### config.mk
export PLATFORM = sky130hd
export DESIGN_NAME = multilevel_priority_fifo_core
export DESIGN_NICKNAME = d
export VERILOG_FILES = /design/src/mpf_pkg.sv /design/src/multilevel_priority_fifo_core.sv
export SDC_FILE = /design/constraint.sdc
export NUM_CORES = 1
export LEC_CHECK = 0
export BUFFER_PORTS_ARGS = -buffer_cell sky130_fd_sc_hd__buf_4
export CAP_MARGIN = 15
export CORE_MARGIN = 4
export CORE_UTILIZATION = 50
export CTS_CLUSTER_SIZE = 14
export DETAILED_ROUTE_END_ITERATION = 8
export PLACE_DENSITY = 0.66
export SLEW_MARGIN = 20
export SYNTH_ARGS = -nofsm -noshare
export SYNTH_HDL_FRONTEND = slang
export SYNTH_SLANG_ARGS = --single-unit
### constraint.sdc
create_clock -name i_clk -period 8.7 [get_ports i_clk]
set_clock_uncertainty 0.05 [all_clocks]
set_input_delay 1.74 -clock i_clk [delete_from_list [all_inputs] [get_ports i_clk]]
set_output_delay 1.74 -clock i_clk [all_outputs]
set_load 0.01 [all_outputs]
### src/mpf_pkg.sv
`timescale 1ns / 1ps
// ----------------------------------------------------------------------------
// Multilevel priority FIFO package
// Field widths, register indices and operation codes shared by the core and
// its checker.
// ----------------------------------------------------------------------------
package mpf_pkg;

    // Widths of the transaction fields and of the configuration port.
    localparam int OPCODE_W  = 2;
    localparam int PID_W     = 16;
    localparam int PRIO_W    = 16;
    localparam int CFG_IDX_W = 4;
    localparam int CFG_DAT_W = 16;

    // Number of level priority registers on the configuration port.
    localparam int NUM_REGS  = 4;

    typedef logic signed [PRIO_W-1:0] t_prio;

    // Operation codes; the fourth code does nothing.
    typedef enum logic [OPCODE_W-1:0] {
        OP_PUSH = 2'd0,
        OP_POP  = 2'd1,
        OP_PEEK = 2'd2
    } t_opcode;

endpackage

### src/multilevel_priority_fifo_core.sv
`timescale 1ns / 1ps
// ----------------------------------------------------------------------------
// Multilevel priority FIFO core
// One FIFO of process ids per priority level, sharing a single synchronous
// store, with push, pop and peek operations served by level index.
// ----------------------------------------------------------------------------
// Each transaction on the input channel produces exactly one result
// transaction, in the cycle after it is accepted. A new input transaction is
// taken every cycle while the result register is free or being drained, so
// the core sustains one operation per clock cycle. The store has a single
// port, which is written by a push and read by a peek in the
// cycle the operation is accepted. A push appends its id to the level whose
// configured priority equals the request (lowest index wins if several
// match) and fails when no level matches or that level is full. Pop and peek
// work on the highest-index non-empty level and fail when every level is
// empty. Priority registers may only be written while the core is idle.
// There is no clearing pass after reset: the store needs none, because an
// entry is only ever read after a push has written it.

module multilevel_priority_fifo_core #(
    parameter int LEVELS      = 4,
    parameter int QUEUE_DEPTH = 16,
    parameter int ID_BITS     = 16
) (
    input  logic                               i_clk,
    input  logic                               i_rst_n,
    // Configuration write port
    input  logic                               i_cfg_we,
    input  logic [mpf_pkg::CFG_IDX_W-1:0]      i_cfg_index,
    input  logic [mpf_pkg::CFG_DAT_W-1:0]      i_cfg_data,
    // Input channel
    input  logic                               i_in_valid,
    output logic                               o_in_stall,
    input  logic [mpf_pkg::OPCODE_W-1:0]       i_opcode,
    input  logic [mpf_pkg::PID_W-1:0]          i_process_id,
    input  logic signed [mpf_pkg::PRIO_W-1:0]  i_priority_req,
    // Result channel
    output logic                               o_out_valid,
    input  logic                               i_out_stall,
    output logic                               o_ok,
    output logic [mpf_pkg::PID_W-1:0]          o_head_id,
    output logic                               o_all_empty
);

    localparam int LVL_W     = $clog2(LEVELS);
    localparam int PTR_W     = $clog2(QUEUE_DEPTH);
    localparam int OCC_W     = $clog2(QUEUE_DEPTH + 1);
    localparam int MEM_DEPTH = LEVELS * QUEUE_DEPTH;
    localparam int ADDR_W    = $clog2(MEM_DEPTH);

    // Per-level control state lives in flip-flops; the ids live in the store.
    mpf_pkg::t_prio     r_prio [LEVELS];
    logic [PTR_W-1:0]   r_head [LEVELS];
    logic [PTR_W-1:0]   r_tail [LEVELS];
    logic [OCC_W-1:0]   r_occ  [LEVELS];
    logic [PTR_W-1:0]   n_head [LEVELS];
    logic [PTR_W-1:0]   n_tail [LEVELS];
    logic [OCC_W-1:0]   n_occ  [LEVELS];

    // The shared id store, one block of QUEUE_DEPTH entries per level.
    logic [ID_BITS-1:0] r_store [MEM_DEPTH];
    logic [ID_BITS-1:0] r_rd_data;

    // Result register.
    logic               r_out_valid;
    logic               r_ok;
    logic               r_peek;
    logic               r_all_empty;

    logic               w_accept;
    mpf_pkg::t_opcode   w_op;
    logic               w_match_hit;
    logic [LVL_W-1:0]   w_match_lvl;
    logic               w_any_busy;
    logic [LVL_W-1:0]   w_top_lvl;
    logic               w_push_ok;
    logic               w_pop_ok;
    logic               w_peek_ok;
    logic               w_ok;
    logic               n_all_empty;
    logic [ADDR_W-1:0]  w_wr_addr;
    logic [ADDR_W-1:0]  w_rd_addr;
    logic [ID_BITS-1:0] w_pid;

    // Advance a ring pointer, wrapping at the end of the level's block.
    function automatic logic [PTR_W-1:0] wrap_next(input logic [PTR_W-1:0] p);
        logic [PTR_W-1:0] q;
        if (p == PTR_W'(QUEUE_DEPTH - 1)) begin
            q = '0;
        end else begin
            q = p + PTR_W'(1);
        end
        return q;
    endfunction

    // A new transaction is taken unless a result is still held by a stalled
    // receiver.
    assign o_in_stall = r_out_valid && i_out_stall;
    assign w_accept   = i_in_valid && !o_in_stall;
    assign w_op       = mpf_pkg::t_opcode'(i_opcode);
    assign w_pid      = ID_BITS'(i_process_id);

    // Parallel equality match of the request against every level. Scanning
    // downwards lets the lowest matching index win when values repeat.
    always_comb begin
        w_match_hit = 1'b0;
        w_match_lvl = '0;
        for (int i = LEVELS - 1; i >= 0; i--) begin
            if (r_prio[i] == i_priority_req) begin
                w_match_hit = 1'b1;
                w_match_lvl = LVL_W'(i);
            end
        end
    end

    // Priority encoder: the highest-index level that holds an entry.
    always_comb begin
        w_any_busy = 1'b0;
        w_top_lvl  = '0;
        for (int i = 0; i < LEVELS; i++) begin
            if (r_occ[i] != '0) begin
                w_any_busy = 1'b1;
                w_top_lvl  = LVL_W'(i);
            end
        end
    end

    always_comb begin
        w_push_ok = 1'b0;
        w_pop_ok  = 1'b0;
        w_peek_ok = 1'b0;
        unique case (w_op)
            mpf_pkg::OP_PUSH: w_push_ok = w_match_hit &&
                                          (r_occ[w_match_lvl] != OCC_W'(QUEUE_DEPTH));
            mpf_pkg::OP_POP:  w_pop_ok  = w_any_busy;
            mpf_pkg::OP_PEEK: w_peek_ok = w_any_busy;
            default: ;
        endcase
    end

    assign w_ok = w_push_ok || w_pop_ok || w_peek_ok;

    assign w_wr_addr = ADDR_W'(w_match_lvl) * ADDR_W'(QUEUE_DEPTH)
                     + ADDR_W'(r_tail[w_match_lvl]);
    assign w_rd_addr = ADDR_W'(w_top_lvl) * ADDR_W'(QUEUE_DEPTH)
                     + ADDR_W'(r_head[w_top_lvl]);

    // Next pointer and occupancy values; only one level changes per
    // transaction.
    always_comb begin
        for (int i = 0; i < LEVELS; i++) begin
            n_head[i] = r_head[i];
            n_tail[i] = r_tail[i];
            n_occ[i]  = r_occ[i];
        end
        if (w_accept && w_push_ok) begin
            n_tail[w_match_lvl] = wrap_next(r_tail[w_match_lvl]);
            n_occ[w_match_lvl]  = r_occ[w_match_lvl] + OCC_W'(1);
        end
        if (w_accept && w_pop_ok) begin
            n_head[w_top_lvl] = wrap_next(r_head[w_top_lvl]);
            n_occ[w_top_lvl]  = r_occ[w_top_lvl] - OCC_W'(1);
        end
    end

    // Emptiness of the whole queue once this transaction has taken effect.
    always_comb begin
        n_all_empty = 1'b1;
        for (int i = 0; i < LEVELS; i++) begin
            if (n_occ[i] != '0) begin
                n_all_empty = 1'b0;
            end
        end
    end

    // Control state, priority registers and result valid.
    always_ff @(posedge i_clk) begin
        if (!i_rst_n) begin
            for (int i = 0; i < LEVELS; i++) begin
                r_prio[i] <= (i < mpf_pkg::NUM_REGS) ? mpf_pkg::PRIO_W'(i) : '0;
                r_head[i] <= '0;
                r_tail[i] <= '0;
                r_occ[i]  <= '0;
            end
            r_out_valid <= 1'b0;
        end else begin
            for (int i = 0; i < LEVELS; i++) begin
                r_head[i] <= n_head[i];
                r_tail[i] <= n_tail[i];
                r_occ[i]  <= n_occ[i];
                // Writes to indices beyond the level registers are dropped.
                if (i_cfg_we && (i < mpf_pkg::NUM_REGS) &&
                    (i_cfg_index == mpf_pkg::CFG_IDX_W'(i))) begin
                    r_prio[i] <= i_cfg_data;
                end
            end
            if (w_accept) begin
                r_out_valid <= 1'b1;
            end else if (!i_out_stall) begin
                r_out_valid <= 1'b0;
            end
        end
    end

    // Result payload; loaded only when a transaction is accepted, so it holds
    // while the receiver stalls.
    always_ff @(posedge i_clk) begin
        if (w_accept) begin
            r_ok        <= w_ok;
            r_peek      <= w_peek_ok;
            r_all_empty <= n_all_empty;
        end
    end

    // Store: a push writes at the tail of its level, a peek reads the head of
    // the top level. Both cannot happen in one cycle, and a peek never reads
    // an entry in the cycle it is written.
    always_ff @(posedge i_clk) begin
        if (w_accept && w_push_ok) begin
            r_store[w_wr_addr] <= w_pid;
        end
        if (w_accept && w_peek_ok) begin
            r_rd_data <= r_store[w_rd_addr];
        end
    end

    assign o_out_valid = r_out_valid;
    assign o_ok        = r_ok;
    assign o_head_id   = r_peek ? mpf_pkg::PID_W'(r_rd_data) : '0;
    assign o_all_empty = r_all_empty;

endmodule

**Yosys cells after proc, flatten, opt, wreduce, memory -nomap -nowiden**

Memories as Yosys holds them, arrays and structs flattened. A register that Yosys moved wholly into a read port is not among the register bits.
Cells that the tools add are included.

- Add/subtract/negate cells: 6
- Magnitude comparators: 4
- Eq/ne operators: 13
- Multiplexer cells: 74
- Bitwise gates (word level): 18
- Reduce and logical (&&, ||, !) cells: 26

Operator list:

| cell | number |
|---|---|
| 16-bit 2-to-1 mux | 7 |
| 16-bit == test | 4 |
| 4-bit 2-to-1 mux | 14 |
| 20-bit bitwise mux | 2 |
| 20-bit 2-to-1 mux | 2 |
| 5-bit nonzero test | 8 |
| 16-bit bitwise mux | 2 |
| 1-bit 2-to-1 mux | 31 |
| 5-bit 2-to-1 mux | 6 |
| 5-bit demux with 2-bit select | 2 |
| 4-bit demux with 2-bit select | 2 |
| 1-bit bitwise OR | 16 |
| 6-bit by 4-bit adder with 6-bit output | 2 |
| 1-bit logical AND | 12 |
| 2-bit 2-to-1 mux | 6 |
| 4-bit by 1-bit adder with 4-bit output, second input constant | 2 |
| 4-bit by 2-bit == test with 1-bit output, second input constant | 2 |
| 4-bit == test, second input constant | 2 |
| 3-bit >= comparator, second input constant | 2 |
| 3-bit by 1-bit less-than comparator with 1-bit output, second input constant | 2 |
| 2-bit NOT with 3-bit output | 2 |
| 5-bit by 1-bit adder with 5-bit output, second input constant | 1 |
| 5-bit != test, second input constant | 1 |
| 5-bit by 1-bit subtractor with 5-bit output, second input constant | 1 |
| other kinds (9) | 10 |

- Flip-flop bits (word level): 4
- Bits in writable memories: 1,140
- Bits of input ports: 59
- Memories kept: 5

Memory list:

| memory | depth | bits a word | rd ports | clocked after Yosys merged registers in | write ports | line | source |
|---|---|---|---|---|---|---|---|
| r_store | 64 | 16 | 1 | 1 | 1 | multilevel_priority_fifo_core.sv:61 | `logic [ID_BITS-1:0] r_store [MEM_DEPTH];` |
| r_prio | 4 | 16 | 4 | 0 | 4 | multilevel_priority_fifo_core.sv:52 | `mpf_pkg::t_prio r_prio [LEVELS];` |
| r_occ | 4 | 5 | 6 | 0 | 4 | multilevel_priority_fifo_core.sv:55 | `logic [OCC_W-1:0] r_occ [LEVELS];` |
| r_head | 4 | 4 | 5 | 0 | 4 | multilevel_priority_fifo_core.sv:53 | `logic [PTR_W-1:0] r_head [LEVELS];` |
| r_tail | 4 | 4 | 5 | 0 | 4 | multilevel_priority_fifo_core.sv:54 | `logic [PTR_W-1:0] r_tail [LEVELS];` |

**Longest topological paths before layout**

An unclocked memory read counts as a cell.

- Depth in word-level cells: 17
- Mapped depth: 17
- Depth with buffers taken out: 15

**Worst setup path before layout**

OpenSTA, ideal clock, no wires.

- Path kind: in2reg
- Start point: input port i_priority_req[15] (netlist bit)
- End point: memory r_store[45][0] (enable)
- Library setup time: 0.388 ns
- Arrival time: 5.329 ns
- Slack: 2.932 ns
- Stages: 16
- Cells stage by stage: xor2_1 -> nor4_4 -> nand4_4 -> nand4_2 -> buf_6 -> o22ai_1 -> nor3_1 -> inv_1 -> ha_1 -> o21ai_1 -> or4_1 -> buf_2 -> nand2_1 -> clkbuf_1 -> or3_1 -> nor2_1

- Cells in the longest elaborated chain, start to end: 12

RTL lines:

| item | line | source |
|---|---|---|
| start, declared | multilevel_priority_fifo_core.sv:36 | `input logic signed [mpf_pkg::PRIO_W-1:0] i_priority_req,` |
| 16-bit == test | multilevel_priority_fifo_core.sv:109 | `if (r_prio[i] == i_priority_req) begin` |
| 2-bit 2-to-1 mux (4 in a row) | multilevel_priority_fifo_core.sv:109 |  |
| memory read 4 x 5 bit | -- |  |
| 5-bit != test | multilevel_priority_fifo_core.sv:134 | `(r_occ[w_match_lvl] != OCC_W'(QUEUE_DEPTH));` |
| 1-bit logical AND | multilevel_priority_fifo_core.sv:133 | `mpf_pkg::OP_PUSH: w_push_ok = w_match_hit &&` |
| 1-bit 2-to-1 mux | multilevel_priority_fifo_core.sv:132 | `unique case (w_op)` |
| 1-bit logical AND | multilevel_priority_fifo_core.sv:219 | `if (w_accept && w_push_ok) begin` |
| 1-bit 2-to-1 mux | multilevel_priority_fifo_core.sv:219 |  |
| 1-bit 2-to-1 mux (not written as such) | multilevel_priority_fifo_core.sv:220 | `r_store[w_wr_addr] <= w_pid;` |
| end, declared | multilevel_priority_fifo_core.sv:61 |  |

Parallel ways exist; a longest one is shown, timed or not.

**Worst setup path in the final report**

- Start point: input port i_priority_req[14] (netlist bit)
- End point: memory r_store[3][3] (enable)

Same word-level chain as after synthesis.

==> results.json <==
{
  "p_per_area_mw_per_mm2": 207,
  "cts_setup_buffers": 0,
  "drc": 0,
  "synth_compound_area_share_pct": 7.75,
  "min_period_over_period_pct": 73.8,
  "rrSetupSlack_ns": 3.05,
  "gp_congestion": 0.904,
  "die_area_mm2": 0.102,
  "fin_crit_ns": 6.42,
  "clk_pin_slew_ns": 0.06,
  "grt_max_degree": 188,
  "layout_commonest_cell": "nand2_1",
  "std_cell_rows": 113,
  "syn_to_final_growth_pct": 11.7,
  "dieWidth_um": 319,
  "cts_sinks": 1160,
  "drt_wl_total_um": 131000,
  "p_leak_nw": 18.5,
  "synthMuxAreaShare_pct": 0.425,
  "gr-total-overflow": 0,
  "synth_top_family_by_area": "simple AND/OR/NAND/NOR gates",
  "antenna_found_initial": 4,
  "htreeDepth": 3,
  "cp_slowest_stage_delay_ns": 0.74,
  "n_antenna_cell": 0,
  "synth.distinct_cells": 68,
  "cp_cell_sequence": "buf_4 > xor2_1 > nor4_2 > nand4_1 > nand3_1 > o22ai_1 > nor3_1 > inv_1 > ha_1 > o21ai_1 > or4_1 > nand2_1 > or3_1 > nor2_1 > buf_4",
  "rsz0062_at_grt": "no",
  "final_cell_area_mm2": 0.0539,
  "cts_root_buf": "clkbuf_16",
  "clkLatencyLatePin_ns": 0.70,
  "holdPathStages": 2,
  "ctsHoldBuffers": 0,
  "core_mm2": 0.0954,
  "cp_max_fo": 12,
  "start_util_pct": 50.6,
  "wl_per_cell_um": 25.0,
  "tightest_slew_ns": 1.08,
  "setup_viol": 0,
  "placed_area_mm2": 0.0503,
  "cts_buffers": 115,
  "slowest_stage": "or3_1",
  "avgSynthCellArea_um2": 12.6,
  "place_hpwl_um": 74000,
  "worst_r2r_path_depth": 13,
  "ys_ff_latch": 1160,
  "ant_nets": 0,
  "port_buffers": 78,
  "synth_area_mm2": 0.0483,
  "crit_buf_inv": 3,
  "crit_family": "simple AND/OR/NAND/NOR gates",
  "ir_drop_uv": 167,
  "r2r_start": "r_occ[2][2]$_SDFF_PN0_",
  "holdWs_ns": 0.415,
  "synth_nets": 3907,
  "synth_ff_type": "edfxtp_1",
  "grt_pass1_wl_um": 193000,
  "endpoint_kind": "register",
  "synth_cells": 3843,
  "synth_fa_ha_area_share_pct": 0.130,
  "clockBufferDepth": 3,
  "synth_xor_area_share_pct": 1.29,
  "synth_warnings": 0,
  "cts_resized": 0,
  "via_count": 31400,
  "max_slew_margin_pct": 28.0,
  "cp-start-kind": "input pin",
  "cp.arrival_ns": 6.77,
  "cap_violations": 0,
  "via_per_inst": 6.00,
  "ios": 79,
  "drv_slew": 0,
  "crit_type": "input pin to register",
  "synth-simple-area-share_pct": 17.1,
  "synth_edf_count": 1107,
  "fin_nets": 3940,
  "cts_tree": "yes",
  "finalSetupTns_ns": 0,
  "max_freq_mhz": 156,
  "drt_iter0_drc": 4010,
  "cp.required_ns": 9.05,
  "most-common-layout-cells": "nand2_1, edfxtp_1, and3_1",
  "hp-start": "r_tail[0][0]$_SDFFE_PN0P_",
  "first_pass_iters": 6,
  "cpMostUsedCell": "buf_4",
  "die_height_um": 319,
  "hp-class": "register to register",
  "final_hold_viol_count": 0,
  "min_to": "r_tail[0][0]$_SDFFE_PN0P_",
  "outcome": "complete, no violations",
  "r2r_end": "r_rd_data[9]$_DFFE_PP_",
  "grt_usage_pct": 25.1,
  "async_reset_ff_share_pct": 0,
  "ys_seq_area_share_pct": 71.1,
  "grt_pass1_vias": 30000,
  "power_mw": 11.1,
  "drive_gt1_share_pct": 9.51
}
worst max-delay path by stage:
stage,start,end,slack (ns),depth (start not counted)
6_report,i_priority_req[14],r_store[3][3]$_DFFE_PP_,2.28,15
2_1_floorplan,i_priority_req[15],r_store[45][0]$_DFFE_PP_,2.93,16
3_3_place_gp,i_priority_req[4],r_store[7][4]$_DFFE_PP_,1.65,14
5_1_grt,i_priority_req[12],r_store[3][0]$_DFFE_PP_,1.87,15
3_5_place_dp,i_priority_req[14],r_store[5][0]$_DFFE_PP_,1.45,14
4_1_cts,i_priority_req[14],r_store[6][15]$_DFFE_PP_,2.17,14
cell families (layout without fill, tap and decap cells):
kind of cell,count (synthesis),in the layout
AOI/OAI and AO/OA,503,503
xor gates and xnor gates,71,71
adders and majority gates,5,5
buffers and inverters,270,400
DFF,1160,1160
muxes,20,20
and+or+nand+nor,1814,1814
where the power goes:
part | internal (mW) | switching [mW] | total, mW
Clock | 2.71 | 2.09 | 4.80
Sequential | 6.13 | 0.0131 | 6.14
Combinational | 0.0431 | 0.160 | 0.203
Total | 8.88 | 2.26 | 11.1
cell usage after synthesis, types with 11 or more instances:
cell type     n  area, um^2
a21boi_0     18         135
dfxtp_1      53        1060
mux2i_1      18         180
buf_2        45         225
a31oi_1      95         594
clkbuf_1    168         631
nor3_1       89         445
or3_1        11        68.8
o211a_1      12         120
nand3_1      86         430
nor2_1      114         428
xor2_1       66         578
o21ai_0      24         120
a21oi_1      66         330
nand2_1    1117        4190
buf_1        35         131
edfxtp_1   1107       33200
a311oi_1    175        1530
a211oi_1     66         495
and2_1       94         588
inv_1        17        63.8
and3_1      231        1450
nand2b_1     11        68.8
per-stage QoR:
stage	setup slack, ns	utilization, %	instances
2_1_floorplan	2.93	-	3843
3_3_place_gp	1.65	52.7	5024
3_5_place_dp	1.45	52.7	5024
4_1_cts	2.17	56.5	5238
5_1_grt	1.87	56.5	5238
6_report	2.28	56.5	5238
per-layer routing:
metal	up-vias	global-route usage (%)	routed length (um)
met5	-	0	0
met2	1384	39.4	60900
met3	207	4.43	11300
met1	15600	35.9	54900
met4	0	8.37	4080
li1	14200	-	-
state kept, by name (all words and copies together), names as in the netlist:
signal / cells
o_out_valid: 1
r_peek: 1
r_store: 1024
r_tail: 16
r_head: 16
o_ok: 1
r_rd_data: 16
r_prio: 64
r_occ: 20
o_all_empty: 1
final cells by class:
type	instances	area, um^2
Multi-Input combinational cell	2413	13000
Clock buffer	149	3100
Sequential cell	1160	34300
Inverter	19	86.3
Fill cell	7766	41500
Clock inverter	65	513
Timing Repair Buffer	167	1340
Tap cell	1265	1580
worst register-to-register path, stage by stage (launching register included):
cell and delay [ns]:
dfxtp_1 0.42, nor4_1 0.49, and2_1 0.19, buf_4 0.36
a31oi_1 0.23, mux2i_4 0.31, buf_12 0.62, buf_4 0.81
and3_1 0.34, a311oi_1 0.10, a311oi_1 0.42, nor3_1 0.18
nor3_1 0.64, a21oi_1 0.19
Note: power is estimated with default switching activity, not from simulation.
